==> src/design/tbc_pkg.sv <==
`timescale 1ns / 1ps

package tbc_pkg;

  localparam logic [7:0]  FLAG_HEADER = 8'h00;
  localparam logic [7:0]  FLAG_DATA   = 8'hff;
  localparam logic [15:0] HEADER_LEN  = 16'd19;

  // body byte positions of the decoded header fields
  localparam logic [15:0] IDX_FLAG    = 16'd0;
  localparam logic [15:0] IDX_KIND    = 16'd1;
  localparam logic [15:0] IDX_HLEN_LO = 16'd12;
  localparam logic [15:0] IDX_HLEN_HI = 16'd13;
  localparam logic [15:0] IDX_HSTA_LO = 16'd14;
  localparam logic [15:0] IDX_HSTA_HI = 16'd15;

  typedef enum logic [1:0] {
    PH_LEN_LO,
    PH_LEN_HI,
    PH_BODY
  } phase_t;

  typedef enum logic [2:0] {
    CLS_EMPTY,
    CLS_HEADER,
    CLS_DATA,
    CLS_OTHER,
    CLS_NOFLAG
  } block_class_t;

  typedef enum logic [1:0] {
    SUM_MATCH,
    SUM_MISMATCH,
    SUM_UNCHECKED
  } sum_status_t;

  typedef struct packed {
    logic [15:0]  block_number;
    block_class_t block_class;
    logic [15:0]  data_size;
    logic [7:0]   flag_value;
    logic [7:0]   stored_sum;
    logic [7:0]   computed_sum;
    sum_status_t  sum_status;
    logic [16:0]  missing_bytes;
    logic [7:0]   header_kind;
    logic [15:0]  header_length;
    logic [15:0]  header_start;
    logic         final_result;
  } result_t;

  function automatic block_class_t class_of_flag(input logic [7:0] flag,
                                                 input logic [15:0] len);
    block_class_t cls;
    if (flag == FLAG_HEADER && len == HEADER_LEN) begin
      cls = CLS_HEADER;
    end else if (flag == FLAG_DATA) begin
      cls = CLS_DATA;
    end else begin
      cls = CLS_OTHER;
    end
    return cls;
  endfunction

  function automatic logic [15:0] size_of(input logic [15:0] len);
    return (len >= 16'd2) ? len - 16'd2 : 16'd0;
  endfunction

endpackage

==> src/design/tbc_parser.sv <==
`timescale 1ns / 1ps

module tbc_parser (
  input  logic             clk,
  input  logic             rst_n,
  input  logic             beat,
  input  logic [7:0]       data_byte,
  input  logic             end_of_image,
  output logic             res_valid,
  output tbc_pkg::result_t res
);

  tbc_pkg::phase_t phase_r, phase_nxt;
  logic [7:0]  len_lo_r, len_lo_nxt;
  logic [15:0] blk_len_r, blk_len_nxt;
  logic [15:0] left_r, left_nxt;
  logic [7:0]  xor_r, xor_nxt;
  logic [7:0]  flag_r, flag_nxt;
  logic [7:0]  kind_r, kind_nxt;
  logic [15:0] hlen_r, hlen_nxt;
  logic [15:0] hsta_r, hsta_nxt;
  logic [15:0] count_r, count_nxt;

  logic [15:0] len_full;
  logic [15:0] idx;
  logic [15:0] left_dec;
  logic [7:0]  flag_upd;
  logic [7:0]  kind_upd;
  logic [15:0] hlen_upd;
  logic [15:0] hsta_upd;
  tbc_pkg::block_class_t body_cls;

  assign len_full = {data_byte, len_lo_r};
  assign idx      = blk_len_r - left_r;
  assign left_dec = left_r - 16'd1;

  // holds as they stand after this body byte
  always_comb begin
    flag_upd = flag_r;
    kind_upd = kind_r;
    hlen_upd = hlen_r;
    hsta_upd = hsta_r;
    unique case (idx)
      tbc_pkg::IDX_FLAG:    flag_upd       = data_byte;
      tbc_pkg::IDX_KIND:    kind_upd       = data_byte;
      tbc_pkg::IDX_HLEN_LO: hlen_upd[7:0]  = data_byte;
      tbc_pkg::IDX_HLEN_HI: hlen_upd[15:8] = data_byte;
      tbc_pkg::IDX_HSTA_LO: hsta_upd[7:0]  = data_byte;
      tbc_pkg::IDX_HSTA_HI: hsta_upd[15:8] = data_byte;
      default: ;
    endcase
  end

  assign body_cls = tbc_pkg::class_of_flag(flag_upd, blk_len_r);

  // next phase
  always_comb begin
    phase_nxt = phase_r;
    if (beat) begin
      unique case (phase_r)
        tbc_pkg::PH_LEN_HI: begin
          if (len_full == 16'd0 || end_of_image) phase_nxt = tbc_pkg::PH_LEN_LO;
          else                                   phase_nxt = tbc_pkg::PH_BODY;
        end
        tbc_pkg::PH_BODY: begin
          if (left_dec == 16'd0 || end_of_image) phase_nxt = tbc_pkg::PH_LEN_LO;
        end
        default: begin
          if (end_of_image) phase_nxt = tbc_pkg::PH_LEN_LO;
          else              phase_nxt = tbc_pkg::PH_LEN_HI;
        end
      endcase
    end
  end

  // datapath and result
  always_comb begin
    len_lo_nxt  = len_lo_r;
    blk_len_nxt = blk_len_r;
    left_nxt    = left_r;
    xor_nxt     = xor_r;
    flag_nxt    = flag_r;
    kind_nxt    = kind_r;
    hlen_nxt    = hlen_r;
    hsta_nxt    = hsta_r;
    res_valid   = 1'b0;

    res.block_number  = count_r;
    res.block_class   = tbc_pkg::CLS_EMPTY;
    res.data_size     = 16'd0;
    res.flag_value    = 8'd0;
    res.stored_sum    = 8'd0;
    res.computed_sum  = 8'd0;
    res.sum_status    = tbc_pkg::SUM_UNCHECKED;
    res.missing_bytes = 17'd0;
    res.header_kind   = 8'd0;
    res.header_length = 16'd0;
    res.header_start  = 16'd0;
    res.final_result  = end_of_image;

    if (beat) begin
      unique case (phase_r)
        tbc_pkg::PH_LEN_HI: begin
          blk_len_nxt    = len_full;
          left_nxt       = len_full;
          xor_nxt        = 8'd0;
          flag_nxt       = 8'd0;
          kind_nxt       = 8'd0;
          hlen_nxt       = 16'd0;
          hsta_nxt       = 16'd0;
          res.data_size  = tbc_pkg::size_of(len_full);
          if (len_full == 16'd0) begin
            left_nxt  = 16'd0;
            res_valid = 1'b1;
          end else if (end_of_image) begin
            res_valid         = 1'b1;
            res.block_class   = tbc_pkg::CLS_NOFLAG;
            res.missing_bytes = {1'b0, len_full};
          end
        end
        tbc_pkg::PH_BODY: begin
          flag_nxt          = flag_upd;
          kind_nxt          = kind_upd;
          hlen_nxt          = hlen_upd;
          hsta_nxt          = hsta_upd;
          left_nxt          = left_dec;
          res.block_class   = body_cls;
          res.data_size     = tbc_pkg::size_of(blk_len_r);
          res.flag_value    = flag_upd;
          if (left_dec == 16'd0) begin
            res_valid        = 1'b1;
            res.computed_sum = xor_r;
            if (blk_len_r > 16'd1) begin
              res.stored_sum = data_byte;
              res.sum_status = (data_byte == xor_r) ? tbc_pkg::SUM_MATCH
                                                    : tbc_pkg::SUM_MISMATCH;
            end
            if (body_cls == tbc_pkg::CLS_HEADER) begin
              res.header_kind   = kind_upd;
              res.header_length = hlen_upd;
              res.header_start  = hsta_upd;
            end
          end else begin
            xor_nxt          = xor_r ^ data_byte;
            res.computed_sum = xor_r ^ data_byte;
            if (end_of_image) begin
              res_valid         = 1'b1;
              res.missing_bytes = {1'b0, left_dec};
            end
          end
        end
        default: begin
          len_lo_nxt = data_byte;
          if (end_of_image) begin
            res_valid         = 1'b1;
            res.block_class   = (data_byte == 8'd0) ? tbc_pkg::CLS_EMPTY
                                                    : tbc_pkg::CLS_NOFLAG;
            res.data_size     = tbc_pkg::size_of({8'd0, data_byte});
            res.missing_bytes = {9'd0, data_byte} + 17'd1;
          end
        end
      endcase
    end

    count_nxt = count_r;
    if (res_valid && count_r != 16'hffff) count_nxt = count_r + 16'd1;
  end

  always_ff @(posedge clk) begin
    // a closing result starts the next image from the reset state
    if (!rst_n || (res_valid && end_of_image)) begin
      phase_r  <= tbc_pkg::PH_LEN_LO;
      len_lo_r <= 8'd0;
      blk_len_r <= 16'd0;
      left_r   <= 16'd0;
      xor_r    <= 8'd0;
      flag_r   <= 8'd0;
      kind_r   <= 8'd0;
      hlen_r   <= 16'd0;
      hsta_r   <= 16'd0;
      count_r  <= 16'd1;
    end else begin
      phase_r  <= phase_nxt;
      len_lo_r <= len_lo_nxt;
      blk_len_r <= blk_len_nxt;
      left_r   <= left_nxt;
      xor_r    <= xor_nxt;
      flag_r   <= flag_nxt;
      kind_r   <= kind_nxt;
      hlen_r   <= hlen_nxt;
      hsta_r   <= hsta_nxt;
      count_r  <= count_nxt;
    end
  end

endmodule

==> config.mk <==
export PLATFORM = sky130hd
export DESIGN_NAME = tbc_parser
export DESIGN_NICKNAME = d
export VERILOG_FILES = /design/src/design/tbc_pkg.sv /design/src/design/tbc_parser.sv
export SDC_FILE = /design/constraint.sdc
export NUM_CORES = 1
export LEC_CHECK = 0
export BUFFER_PORTS_ARGS = -buffer_cell sky130_fd_sc_hd__buf_2
export CORE_UTILIZATION = 30
export DETAILED_ROUTE_END_ITERATION = 10
export PLACE_DENSITY = 0.47
export SLEW_MARGIN = 10
export SYNTH_ARGS = -nofsm -noshare
export SYNTH_HDL_FRONTEND = slang
export SYNTH_SLANG_ARGS = --single-unit
==> constraint.sdc <==
create_clock -name clk -period 4.4 [get_ports clk]
set_input_delay 0.44 -clock clk [delete_from_list [all_inputs] [get_ports clk]]
set_output_delay 0.44 -clock clk [all_outputs]
set_load 0.02 [all_outputs]
Word-level counts from Yosys, hierarchy flattened
Index checks and enable logic that the tools add are counted.

operators by class
  reductions and logical operators = 18
  bitwise logic cells = 2
  multiplexer cells = 49
  magnitude comparators = 4
  eq/ne operators = 13
  add/sub/neg operators = 7

operator list
  operator                                                             number
  2-to-1 mux 40 bit                                                    3
  2-to-1 mux 16 bit                                                    7
  2-to-1 mux 102 bit                                                   1
  one-hot mux 16 bit (2 select lines)                                  3
  2-to-1 mux 8 bit                                                     9
  equality test 16 x 4 -> 1 bit (second input constant)                4
  zero test 16 bit                                                     3
  one-hot mux 8 bit (2 select lines)                                   3
  one-hot mux 19 bit (2 select lines)                                  1
  one-hot mux 17 bit (2 select lines)                                  1
  greater-or-equal comparator 16 x 2 -> 1 bit (second input constant)  2
  subtractor 16 x 2 -> 16 bit (second input constant)                  2
  2-to-1 mux 26 bit                                                    1
  2-to-1 mux 19 bit                                                    1
  2-to-1 mux 17 bit                                                    1
  adder 16 x 1 -> 16 bit (second input constant)                       1
  equality test 16 x 1 -> 1 bit (second input constant)                1
  equality test 16 x 5 -> 1 bit (second input constant)                1
  greater-than comparator 16 x 1 -> 1 bit (second input constant)      1
  zero test 8 bit                                                      2
  != test 16 bit (second input constant)                               1
  subtractor 16 x 1 -> 16 bit (second input constant)                  1
  subtractor 16 bit                                                    1
  2-to-1 mux 2 bit                                                     5
  other kinds (22)                                                     37

storage, ports and cells
  input bits = 12
  flip-flop bits (word level) = 114

Depth between registers and ports, before layout
  depth after elaboration = 11
  gate-level depth with buffers = 13
  mapped depth without buffers = 11

Worst setup path after synthesis
No wires, ideal clock.

  path kind = reg-to-output
  from = reg left_r[11]
  to = out res[100] in the netlist's numbering
  arrival time = 3.337 ns
  path slack = 0.623 ns
  stages on the path, launching flop included = 14
  path buffers = 3
  cell sequence = dfxtp_1 > inv_1 > ha_1 > buf_2 > a211o_1 > a21oi_1 > a21boi_0 > o21ai_0 > or3_1 > or3_1 > clkbuf_1 > buf_4 > nor3b_1 > nor3_1

RTL lines
  item                      line               source
  start: declaration        tbc_parser.sv:16   logic [15:0] left_r, left_nxt;
  start signal: assignment  tbc_parser.sv:186  left_r <= left_nxt;
  end: declaration          tbc_parser.sv:10   output tbc_pkg::result_t res

==> summary.txt <==
Result of the run -> finished clean
FP Rows -> 63
WP data arrival -> 3.81 ns
Critical Path Start -> left_r[2]
Die ar. -> 0.03155 mm²
Synthesized flop and latch total -> 114
EDFF count, synth -> 0
First-pass GRT wire length -> 54010 µm
Grt ovf -> 0
PD cells -> 284.4 mW/mm²
RR Startpoint -> left_r[2]
Clock Tree Root -> clkbuf_16
WL/cell -> 20.30 µm
Vias in the first global route -> 8963
Final Setup Violations -> 0
TritonCTS buffer count -> 17
Initial antenna violation count -> 0
Post-Syn Area -> 0.009254 mm²
Final core utilization -> 36.80%
Async SR Flop Fraction -> 0%
Mapped Nets -> 1323
VDD IR max -> 0.2003 mV
Pre-Repair DR Iteration Count -> 5
Clk_lat worst skew -> 0.43 ns
Pin count of the biggest net entering global routing -> 58
Finished Layout Cells -> 1779
Clk buf depth -> 2
DP Cell Count -> 1739
Top post-synthesis cells by area -> dfxtp_1 (25%), nand2_1 (6.4%), mux2i_1 (5.4%)
Slew margin rel. -> 29.35%
Max Clk Rate -> 235.5 MHz
DRT antenna net count -> 0
Tmin final -> 4.246 ns
Fill cells -> 3219
R2r setup slk -> 0.88 ns
Design Power -> 0.003135 W
Commonest cells post-synth -> nand2_1 (159), nor2_1 (133), dfxtp_1 (114)
CP Capture Point -> res[100]
Max H-tree Level -> 4
Setup TNS -> 0 ns
Data required time of the worst path -> 3.96 ns
FF-to-FF End -> hlen_r[9]
Crit. End Element -> primary output
Cell taking the most area after synthesis -> dfxtp_1
CP Launch Type -> flop
PortBufs -> 130
CP max-delay cell -> dfxtp_1
ANT cells -> 0
Final GP Congestion -> 0.8597
Clock transition at path regs -> 0.06 ns
# nets final -> 1417
Post-synth top flop -> dfxtp_1
Pin slew with the least headroom to its limit -> 1.056 ns
Initial Utilization -> 30.89%
Post-Syn Area per Cell -> 7.218 µm²
Critical-path cell list -> inv_1, ha_1, nor2_1, a211oi_4, nor4_1, o21a_1, nand4b_1, or3_4, nor3b_1, nor3_1, buf_2
Placeable Area -> 0.02995 mm²
Drt initial violations -> 940
Share of layout cells above drive strength 1 -> 18.36%
Total number of clock tree sinks -> 114
Post-Synthesis Cells -> 1282
Die Span Y -> 177.6 µm
Worst hold path class -> input port to flop
Remaining DRCs -> 0
HPWL after detailed placement -> 25190 µm
Final hold slack -> 0.4142 ns
DIE WIDTH -> 177.6 µm
Seq/Total Area, Yosys -> 24.66%
Max incr delay on CP -> 0.56 ns
DR vias -> 9795
Ys Warns -> 0
Worst Setup Path Type -> flop to primary output
Area Overhead vs Synth -> 19.12%
Final Cycle Share -> 96.50%
Max-slew violations -> 0
Most instantiated library cell after synthesis -> nand2_1
Top-area cell type share of the netlist area -> 24.66%
Leakage power -> 4.624 nW
Top-Level Pins -> 132
Reg2reg path depth -> 10
Unique masters post-synth -> 75
Global-route usage over all layers -> 22.56%
Via/cell ratio -> 5.506
Max-Cap Viols -> 0
Crit Path Max Fanout -> 9
CTS tree -> built
Final Hold Fails -> 0
Routed wire length -> 36120 µm
Clock Skews -> 0.01283 ns
placed cells by master, fill, tap and decap left out, types with 12 or more instances in the layout:
cell type  synthesis  routed
buf_4              3      42
nand4_1           36      36
ha_1              28      23
inv_1             41      41
nor2_1           133     133
nand2b_1          53      53
a21oi_1           72      69
xor2_1            31      31
a31oi_1           34      34
and2_1            22      22
o21a_1            12      12
buf_2              9     130
a211oi_1          12      12
mux2i_1           50      50
nor4_1            16      16
o21ai_0           30      29
nand3_1           89      88
dfxtp_1          114     111
and3_1            13      13
nor3_1            29      29
o22ai_1           15      15
xnor2_1           51      51
nand2_1          159     157
clkbuf_16          0      17
cells by family after synthesis:
kind of cell             count (synthesis)  synth area share (%)
AND/OR/NAND/NOR                        614                 34.06
AO/OA/AOI/OAI                          250                 17.74
multiplexers                            50                 5.408
other                                    1               0.04052
flip-flops                             114                 24.66
XOR/XNOR                                82                 7.761
adder cells (fa/ha/maj)                 29                 4.002
buffers and inverters                  142                 6.328
where the power goes:
part           switching [W]  total (W)  leakage (nW)  internal (W)
sequential         0.0000208    0.00106         0.921       0.00104
combinational       0.000398   0.000623          3.43      0.000225
clock               0.000595    0.00145         0.276      0.000855
sequential cells by signal (all words and copies together), names as in the netlist:
name	cells
xor_r	8
hlen_r	16
kind_r	8
flag_r	8
len_lo_r	8
blk_len_r	16
left_r	16
count_r	16
phase_r	2
hsta_r	16
through the flow:
stage | setup WS, ns | instance area (µm²)
finish | 0.1539 | 11020
detailed placement | 0.4505 | 10290
floorplan | 0.6227 | 9254
CTS | 0.01396 | 10890
global route | -0.02579 | 11020
global placement | 0.4209 | 10290
cell type report:
class	instances	area (µm²)	share of cell area, %
multi-input cells	1027	6492	58.90
flip-flops and latches	114	2286	20.74
repair buffers	175	1008	9.149
well taps	390	488.0	4.427
clock buffers	18	439.2	3.984
clock inverters	14	155.1	1.407
inverters	41	153.9	1.396
worst min path at each step:
stage,from,end,slack (ns),depth (start not counted)
floorplan,blk_len_r[0],blk_len_r[0],0.44,2
global placement,blk_len_r[0],blk_len_r[0],0.44,2
detailed placement,blk_len_r[0],blk_len_r[0],0.48,2
CTS,rst_n,phase_r[1],0.39,3
global route,rst_n,phase_r[0],0.41,3
finish,rst_n,phase_r[0],0.41,3
critical path, delay by kind of cell (launching register included):
family / cells / cell delay (ns)
simple gates: 6 / 1.83
fa+ha+maj: 1 / 0.34
flops: 1 / 0.56
buf+inv: 2 / 0.34
compound gates: 2 / 0.31
routing by layer:
layer | GRT usage [%] | part of all wire, %
met4 | 6.766 | 1.9
met5 | 0 | 0
met2 | 34.39 | 44
met3 | 3.642 | 5.3
met1 | 32.24 | 48
what timing repair did:
action                                  4_1_cts  5_1_grt
gates resized for setup                       0       22
hold buffers                                  0        0
pin swaps                                     1        4
setup buffers                                 1        6
cloned                                        0        1
endpoints found under the setup margin        2       62
Power figures use the tool's default switching activity.
